## src/sv/ttpr_pkg.sv

```systemverilog
// Shared types, codes and widths for the transposition table probe/record unit.
`default_nettype none

package ttpr_pkg;

  // Field widths
  localparam int KEY_W   = 64;
  localparam int DEPTH_W = 7;
  localparam int SCORE_W = 17;
  localparam int OP_W    = 2;
  localparam int BOUND_W = 2;

  // Default table size (power of two)
  localparam int TABLE_SLOTS_DEF = 4096;

  // Operation codes
  localparam logic [OP_W-1:0] OP_PROBE  = 2'd0;
  localparam logic [OP_W-1:0] OP_RECORD = 2'd1;
  localparam logic [OP_W-1:0] OP_CLEAR  = 2'd2;

  // Bound kinds
  localparam logic [BOUND_W-1:0] BOUND_EXACT = 2'd0;
  localparam logic [BOUND_W-1:0] BOUND_UPPER = 2'd1;
  localparam logic [BOUND_W-1:0] BOUND_LOWER = 2'd2;

  // One table slot
  typedef struct packed {
    logic [KEY_W-1:0]   key;
    logic [SCORE_W-1:0] score;
    logic [BOUND_W-1:0] bound;
    logic [DEPTH_W-1:0] depth;
  } slot_t;

  // Controller to datapath commands
  typedef struct packed {
    logic req_load;   // capture accepted request
    logic mem_rd;     // read slot at the request's index
    logic mem_wr;     // write request's entry at the request's index
    logic sweep_clr;  // restart the clearing sweep at slot 0
    logic sweep_wr;   // zero the slot at the sweep address and advance
    logic out_load;   // load the response register
  } ttpr_cmd_t;

  // Datapath to controller status
  typedef struct packed {
    logic [OP_W-1:0] op;
    logic            sweep_last;
    logic            out_free;
  } ttpr_sts_t;

endpackage

`default_nettype wire

```

## src/sv/ttpr_ctrl.sv

```systemverilog
// Controller: sequences slot access, clearing sweep and response.
`default_nettype none

module ttpr_ctrl import ttpr_pkg::*; (
  input  wire logic clk,
  input  wire logic rst_n,
  input  wire logic in_valid,
  output logic      in_ready,
  output ttpr_cmd_t cmd,
  input  ttpr_sts_t sts
);

  localparam logic [1:0] ST_IDLE  = 2'd0;
  localparam logic [1:0] ST_INDEX = 2'd1;
  localparam logic [1:0] ST_SWEEP = 2'd2;
  localparam logic [1:0] ST_RESP  = 2'd3;

  logic [1:0] state_r, state_nxt;
  logic       resp_pend_r, resp_pend_nxt;

  assign in_ready = (state_r == ST_IDLE);

  // Next state and commands
  always_comb begin
    state_nxt     = state_r;
    resp_pend_nxt = resp_pend_r;
    cmd           = '0;
    case (state_r)
      ST_IDLE: begin
        if (in_valid) begin
          cmd.req_load = 1'b1;
          state_nxt    = ST_INDEX;
        end
      end
      ST_INDEX: begin
        case (sts.op)
          OP_PROBE: begin
            cmd.mem_rd = 1'b1;
            state_nxt  = ST_RESP;
          end
          OP_RECORD: begin
            cmd.mem_wr = 1'b1;
            state_nxt  = ST_RESP;
          end
          OP_CLEAR: begin
            cmd.sweep_clr = 1'b1;
            resp_pend_nxt = 1'b1;
            state_nxt     = ST_SWEEP;
          end
          default: begin
            state_nxt = ST_RESP;
          end
        endcase
      end
      ST_SWEEP: begin
        cmd.sweep_wr = 1'b1;
        if (sts.sweep_last) begin
          resp_pend_nxt = 1'b0;
          state_nxt     = resp_pend_r ? ST_RESP : ST_IDLE;
        end
      end
      ST_RESP: begin
        if (sts.out_free) begin
          cmd.out_load = 1'b1;
          state_nxt    = ST_IDLE;
        end
      end
      default: begin
        state_nxt = ST_IDLE;
      end
    endcase
  end

  // Reset starts with a full clearing sweep and no response owed
  always_ff @(posedge clk) begin
    if (!rst_n) begin
      state_r     <= ST_SWEEP;
      resp_pend_r <= 1'b0;
    end else begin
      state_r     <= state_nxt;
      resp_pend_r <= resp_pend_nxt;
    end
  end

endmodule

`default_nettype wire
```

## config.mk

```make
export PLATFORM = sky130hd
export DESIGN_NAME = ttpr_ctrl
export DESIGN_NICKNAME = d
export VERILOG_FILES = /design/src/sv/ttpr_pkg.sv /design/src/sv/ttpr_ctrl.sv
export SDC_FILE = /design/constraint.sdc
export NUM_CORES = 1
export LEC_CHECK = 0
export ABC_AREA = 1
export BUFFER_PORTS_ARGS = -buffer_cell sky130_fd_sc_hd__buf_2
export CAP_MARGIN = 40
export CORE_AREA = 2 2 39 41
export CTS_CLUSTER_DIAMETER = 200
export DETAILED_ROUTE_END_ITERATION = 7
export DIE_AREA = 0 0 41 43
export SYNTH_ARGS = -nofsm -noshare
export SYNTH_HDL_FRONTEND = slang
export SYNTH_SLANG_ARGS = --single-unit
```

## constraint.sdc

```tcl
create_clock -name clk -period 1.5 [get_ports clk]
set_input_delay 0 -clock clk [delete_from_list [all_inputs] [get_ports clk]]
set_output_delay 0 -clock clk [all_outputs]
set_load 0.1 [all_outputs]
```

**Word level (Yosys, flattened, before mapping)**

Cells that the tools add are included.

- Muxes and demuxes: 18
- Reduce and logical (&&, ||, !) cells: 5
- Equal/unequal tests: 9

Operators with widths:

| operator | number |
|---|---|
| 1-bit 2-to-1 mux | 11 |
| 2-bit 2-to-1 mux | 4 |
| 2-bit case mux with 4 select lines | 1 |
| 2-bit == test (second input constant) | 3 |
| 2-bit inequality test (second input constant) | 3 |
| 3-bit AND reduction | 2 |
| 2-bit by 1-bit == test with 1-bit output (second input constant) | 2 |
| 2-bit logical NOT | 2 |
| 3-bit 2-to-1 mux | 1 |
| 2-bit by 1-bit inequality test with 1-bit output (second input constant) | 1 |
| 1-bit case mux with 2 select lines | 1 |
| 2-bit nonzero test | 1 |

- Output and inout bits: 7
- Bits of input ports: 7
- Word-level logic and storage cells: 34
- Bits in registers: 3

**Longest topological paths before layout**

Gate-level depths: netlist of the first run.

- Depth after elaboration: 3
- Depth in mapped cells: 6
- Depth with buffers taken out: 6

**Worst setup path before layout of the first run**

Ideal clock, no wire load.

- Path kind: reg2out
- From: register state_r[1]
- To: output port cmd[0] (netlist name)
- Path slack: -1077 ps
- Buffers on the path: 0
- Arrival time: 2577 ps
- Data required time: 1500 ps
- Cell stages (with the launch flop): 3
- Cells stage by stage: dfxtp_1 > inv_2 > nor3_1

RTL lines:

| element | RTL line | text |
|---|---|---|
| start, declared | ttpr_ctrl.sv:18 | `logic [1:0] state_r, state_nxt;` |
| start signal, assigned | ttpr_ctrl.sv:80 | `state_r <= state_nxt;` |
| end, declared | ttpr_ctrl.sv:9 | `output ttpr_cmd_t cmd,` |

==> results of run 1 <==
-- cells by family after synthesis --
family / synth area share, %
and+or+nand+nor: 50.80
buffers and inverters: 17.46
DFF: 25.40
AOI/OAI and AO/OA: 6.347
-- through the flow --
| step | total power [W] | utilization [%] | setup WS, ns | cells | cell area (sq um) |
|---|---|---|---|---|---|
| CTS | 0.0004789 | 26.58 | 0.07273 | 73 | 367.9 |
| global route | 0.0005054 | 26.94 | 0.0006164 | 73 | 372.9 |
| detailed placement | 0.0003346 | 24.68 | 0.3295 | 69 | 341.6 |
| global placement | 0.0003324 | 24.68 | 0.3306 | 69 | 341.6 |
| floorplan | 0.0002971 | - | -0.2476 | 40 | 256.5 |
| finish | 0.0004739 | 26.94 | 0.1004 | 73 | 372.9 |
-- final timing paths --
path	to	slack, ns	cells past startpoint
min	resp_pend_r$_SDFFE_PN0P_	0.02	3
min reg2reg	resp_pend_r$_SDFFE_PN0P_	0.50	2
max reg2reg	state_r[1]$_SDFFE_PN1P_	0.50	5
max	cmd[0]	0.10	3
-- cell type report --
| class | instances | share of cell area, % |
|---|---|---|
| clock buffers | 4 | 7.047 |
| inverters | 11 | 11.07 |
| multi-input cells | 26 | 41.61 |
| flip-flops and latches | 3 | 16.11 |
| well taps | 16 | 5.369 |
| repair buffers | 13 | 18.79 |
-- repair_timing --
| action | 4_1_cts | 5_1_grt |
|---|---|---|
| endpoints found under the hold margin | 0 | 0 |
| gates resized for setup | 0 | 2 |
| endpoints found under the setup margin | 0 | 2 |
-- synthesized netlist by cell type --
library cell / n / area [sq um]
nor2_2: 3 / 18.77
a21oi_1: 1 / 5.000
inv_2: 2 / 7.510
nor3_1: 4 / 20.02
nand3_2: 2 / 20.02
nand3_1: 5 / 25.02
o21ai_1: 2 / 10.01
dfxtp_1: 3 / 60.06
nand2_2: 1 / 6.260
inv_1: 9 / 33.78
nand2_1: 6 / 22.52
nor2_1: 2 / 7.510
-- per-layer routing --
| layer | global-route usage (%) | vias up | routed length, um |
|---|---|---|---|
| met5 | 0 | - | 0 |
| met4 | 6.000 | 0 | 15 |
| met3 | 4.712 | 2 | 41 |
| met2 | 13.13 | 10 | 278 |
| met1 | 6.752 | 127 | 249 |
| li1 | - | 158 | - |
-- worst register-to-register path, cell delays in order (launching register included) --
cell     delay [ns]
dfxtp_1        0.47
inv_2          0.10
nand2_1        0.14
nand2_1        0.07
inv_1          0.05
o21ai_1        0.06
-- registers in the layout, indices dropped and copies added, names as in the netlist --
register and flops:
state_r 2, resp_pend_r 1
-- where the power goes --
group | internal [W] | switching, W | total [W] | leakage, nW
clock | 0.0000997 | 0.0000418 | 0.000141 | 0.0150
sequential | 0.0000891 | 0.0000178 | 0.000107 | 0.0248
combinational | 0.0000446 | 0.000181 | 0.000226 | 0.179
total | 0.000233 | 0.000241 | 0.000474 | 0.218
==> results.md, run 1 <==
- Static leakage: 0.2185 nW
- Max incr delay on CP: 0.46 ns
- Critical path buffer and inverter count: 2
- Rel. slew slack: roughly two thirds
- Clock root buffer: clkbuf_4
- Storage cell area: between 60 and 70 sq um
- Yosys reg bits: 3
- Fin. Hold Viols: 0
- Clock Tree Buf Depth: 2
- Maximum VDD drop: 271.3 uV
- WP data required: roughly 1.5 ns
- Commonest non-fill, non-tap cell in the layout: buf_2
- CTS Buf Count: 3
- Routed wire per std cell: approximately 8.0 um
- Power Density: between 1000 and 1500 mW/mm^2
- DRC violations left: 0
- Syn avg cell area: around 5.9 sq um
- Critical-path cell list: inv_2, nor3_2, buf_2
- Multi-input logic area: between 150 and 200 sq um
- Commonest non-fill, non-tap cells in the layout: buf_2, inv_1, nand2_1, nand3_1, clkbuf_4
- Clock tree from TritonCTS: done
- Port-buffer cells: 13
- Max Freq: approximately 700 MHz
- Final WL: a little under 600 um
- Pre-antenna DRT Iters: 2
- Yosys warnings: 0
- Post-route ant nets: 0
- Critical Path Source Type: flop
- Antenna diodes: 0
- Max-cap violations: 0
- Final Max Slew Viols: 0
- Worst Hold Launch: rst_n
- Status: finished, final reports clean
- RSZ-0062 raised after global routing: false
- Via count: ~300
- Netlist cell types: 12
- Via density: roughly 4
- Reg2Reg Launch Point: state_r[1]$_SDFFE_PN1P_
- Worst hold margin: 0.02027 ns
- Die area: between 0.0015 and 0.002 sq mm
- Syn Nets: 47
- Final Cycle Share: around 93%
- Crit end category: primary output
- Initial antenna violation count: 0
- Setup-failing EPs final: 0
- Max Fanout on Critical Path: 7
- Clk_skew: just over 0.001 ns
- Netlist Area Pre-Place: 236.5 sq um
- NumNets Final: 65
- Setup TNS: 0 ns
- Die X-Extent: 41 um
- Share of cells above drive strength 1: approximately half
- Post-CTS Setup Repair Bufs: 0
- Seq/Total Area, Yosys: about a quarter
- Startpoint of the worst setup timing path: state_r[0]$_SDFFE_PN0P_
- Gpl congestion: slightly above 0.7
- Largest net degree at the start of global routing: 8
- Chip Height: 43 um
- DR iter-0 viols: 1
- WS Path Type: reg -> out
- Htree depth: 1
- Vias in the first global route: around 270
- Clock slew seen by the registers of the worst setup and hold paths: around 0.040 ns
- Post-Syn Instances: 40
- First-pass GRT wire length: roughly 900 um
- Clk_lat worst skew: approximately 0.23 ns
- Core ar.: about 0.0014 sq mm
- CP arrival: 1.40 ns
- Site Rows: 14
- GRT overflow: 0
- Initial Utilization: between 10% and 20%
- Fillcell total: about 180
- Worst-Margin Slew: ~0.5 ns
- Clock sink count: 3
- Slowest-stage cell, CP: dfxtp_1
- Boundary Pins: 14
- Hold-fix buffers at CTS: 0
- Hold crit path type: in -> reg
- Global Route Usage Sum: approximately 8%
- Area Growth Syn to Fin: 57.67%
- Hpwl dp: between 500 and 600 um
- Cell family with most CP delay: buffers and inverters
- Minimum clock period: ~1.4 ns
(Power assumes the default switching activity.)
==> run 2: changes to the inputs <==
--- a/config.mk
+++ b/config.mk
@@ -12,6 +12,7 @@
 export CTS_CLUSTER_DIAMETER = 200
 export DETAILED_ROUTE_END_ITERATION = 7
 export DIE_AREA = 0 0 41 43
+export REMOVE_ABC_BUFFERS = 1
 export SYNTH_ARGS = -nofsm -noshare
 export SYNTH_HDL_FRONTEND = slang
 export SYNTH_SLANG_ARGS = --single-unit
==> run 2 against run 1 <==
Global-route usage down 0.63 points. Wire length down 9.9%. Utilization down 1.4 points. Via count down 5.1%. Maximum frequency up 0.81%. Critical path type unchanged. Critical endpoint unchanged.
==> results.md, run 2 (synthesis gave the netlist of run 1 again) <==
- Largest net degree at the start of global routing: 8 (unchanged)
- Seq pwr share: 22.8% (+0.2 points)
- Share of cells above drive strength 1: 42.11% (-7.0 points)
- Placed instance area: 321.6 sq um (-5.9%)
- GRT overflow: 0 (unchanged)
- Maximum VDD drop: 391.5 uV (+44%)
- Minimum clock period: 1.388 ns (-0.01130 ns)
- Max reg flops: 2 (unchanged)
- Power Density: 1315 mW/mm^2 (+3.5%)
- Reg2Reg Launch Point: state_r[0]$_SDFFE_PN0P_
- RSZ-0062 raised after global routing: false
- Status: finished, final reports clean
- Clock slew seen by the registers of the worst setup and hold paths: 0.04 ns (about the same)
- WHS Path Cells: 3 (unchanged)
- Top flop regs: state_r x2, resp_pend_r x1
- Post-Place Worst Slack: 0.3492 ns (+0.01968 ns)
- Crit end category: primary output
- WS Path Type: reg -> out
- Max-cap violations: 0 (unchanged)
- Clock tree from TritonCTS: done
- Final Max Slew Viols: 0 (unchanged)
- Fin. Hold Viols: 0 (unchanged)
- Htree depth: 1 (unchanged)
- Die X-Extent: 41 um (unchanged)
- Largest register by flop count: state_r
- Routed wire per std cell: 7.205 um (-9.9%)
- Final Power: 0.0004641 W (-2.1%)
- Clock root buffer: clkbuf_4
- Clk_skew: 0.003018 ns (+0.002006 ns)
- Final Cycle Share: 92.56% (-0.75 points)
- Final WL: 526 um (-9.9%)
- Vias in the first global route: 222 (-19%)
- Commonest non-fill, non-tap cell in the layout: buf_2
- Hpwl dp: 453.6 um (-11%)
- Hold crit path type: in -> reg
- Final Non-Filler Cells: 73 (unchanged)
- Rel. slew slack: 67.90% (about the same)
- Cell area after layout: 352.8 sq um (-5.4%)
- Via count: 282 (-5.1%)
- P_int: 0.0002315 W (-0.75%)
- Switching power: 0.0002326 W (-3.3%)
- Post-route ant nets: 0 (unchanged)
- Commonest non-fill, non-tap cells in the layout: buf_2, inv_1, nand2_1, nand3_1, clkbuf_4
- Pre-antenna DRT Iters: 3 (+1)
- Switch share: 50.12% (-0.65 points)
- Via density: 3.863 (-5.1%)
- CP arrival: 1.39 ns (about the same)
- Initial Utilization: 17.09% (unchanged)
- Reg2Reg Setup Slack: 0.53 ns (+0.03 ns)
- Chip Height: 43 um (unchanged)
- Area Growth Syn to Fin: 49.21%
- Setup-failing EPs final: 0 (unchanged)
- Clk_lat worst skew: 0.23 ns (about the same)
- Max Freq: 720.3 MHz (+0.81%)
- Fillcell total: 163 (-8.4%)
- Worst Hold Launch: rst_n
- Critical Path Source Type: flop
- Site Rows: 14 (unchanged)
- Worst-Margin Slew: 0.4849 ns (-0.0007784 ns)
- Static leakage: 0.2142 nW (-2.0%)
- Clock sink count: 3 (unchanged)
- Setup WS post-layout: 0.1117 ns (+0.01130 ns)
- Initial antenna violation count: 0 (unchanged)
- Global Route Usage Sum: 7.508% (-0.63 points)
- Dpl cells: 69 (unchanged)
- Max Fanout on Critical Path: 7 (unchanged)
- Antenna diodes: 0 (unchanged)
- Gpl congestion: 0.8095 (+14%)
- Core ar.: 0.001384 sq mm (unchanged)
- Boundary Pins: 14 (unchanged)
- Port-buffer cells: 13 (unchanged)
- NumNets Final: 65 (unchanged)
- DR iter-0 viols: 6 (+5)
- Clock network power share: 29.8% (about the same)
- Worst r2r dst: state_r[0]$_SDFFE_PN0P_
- CTS Buf Count: 3 (unchanged)
- First-pass GRT wire length: 807 um (-11%)
- Clock Tree Buf Depth: 2 (unchanged)
- Worst hold margin: 0.02074 ns (+0.0004711 ns)
- Post-CTS Setup Repair Bufs: 0 (unchanged)
- Die area: 0.001763 sq mm (unchanged)
- DRC violations left: 0 (unchanged)
- Combinational share of power: 47.4% (-0.2 points)
- WHS Endpoint: resp_pend_r$_SDFFE_PN0P_
- R2R cell count: 5 (unchanged)
- WP data required: 1.50 ns (about the same)
[run 2: cell counts in the layout (fill, tap and decap cells not counted)]
No cell type changed its count.
[run 2: per-layer routing]
metal,global-route usage [%],share of wire (%),up-vias
met5,0,0,-
li1,-,-,159
met1,7.962,46,114
met3,3.141,7.4,0
met4,10.00,0,0
met2,9.063,46,9
[run 2: how the worst max path moves through the flow]
stage,slack (ns),to,cells after the start,from
after floorplan,-1.08,cmd[0],2,state_r[1]$_SDFFE_PN1P_
after global placement,0.35,cmd[3],3,state_r[0]$_SDFFE_PN0P_
after detailed placement,0.35,cmd[4],3,state_r[0]$_SDFFE_PN0P_
after CTS,0.09,cmd[0],3,state_r[0]$_SDFFE_PN0P_
after global routing,0.004,cmd[0],3,state_r[0]$_SDFFE_PN0P_
final,0.11,cmd[0],3,state_r[0]$_SDFFE_PN0P_
[run 2: stage by stage]
stage,TNS (ns),utilization (%)
4_1_cts,0,25.14
2_1_floorplan,-4.382,-
3_5_place_dp,0,23.24
3_3_place_gp,0,23.24
5_1_grt,0,25.50
6_report,0,25.50
[run 2: final cells by class]
class | instances | area, sq um | share of cell area [%]
timing repair buffer | 13 | 70.07 | 19.86
clock buffer | 4 | 26.28 | 7.447
sequential | 3 | 60.06 | 17.02
inverter | 11 | 41.29 | 11.70
tap | 16 | 20.02 | 5.674
multi-input combinational | 26 | 135.1 | 38.30
[run 2: power by group through the flow]
stage	logic (W)	clock network, W	registers [W]
after floorplan	0.000187	0	0.000104
after global placement	0.000220	0	0.000106
after detailed placement	0.000221	0	0.000107
after CTS	0.000221	0.000148	0.000106
after global routing	0.000233	0.000152	0.000109
final	0.000220	0.000138	0.000106
[run 2: repair_timing]
action | in CTS | in global routing
hold endpoints to repair | 0 | 0
hold buffers | 0 | 0
endpoints found under the setup margin | 0 | 2
resized for setup | 0 | 2
[run 2: worst max-delay path: stages, from the launching register on]
cell and delay (ns):
dfxtp_1 0.45, inv_2 0.09, nor3_1 0.17, buf_2 0.45
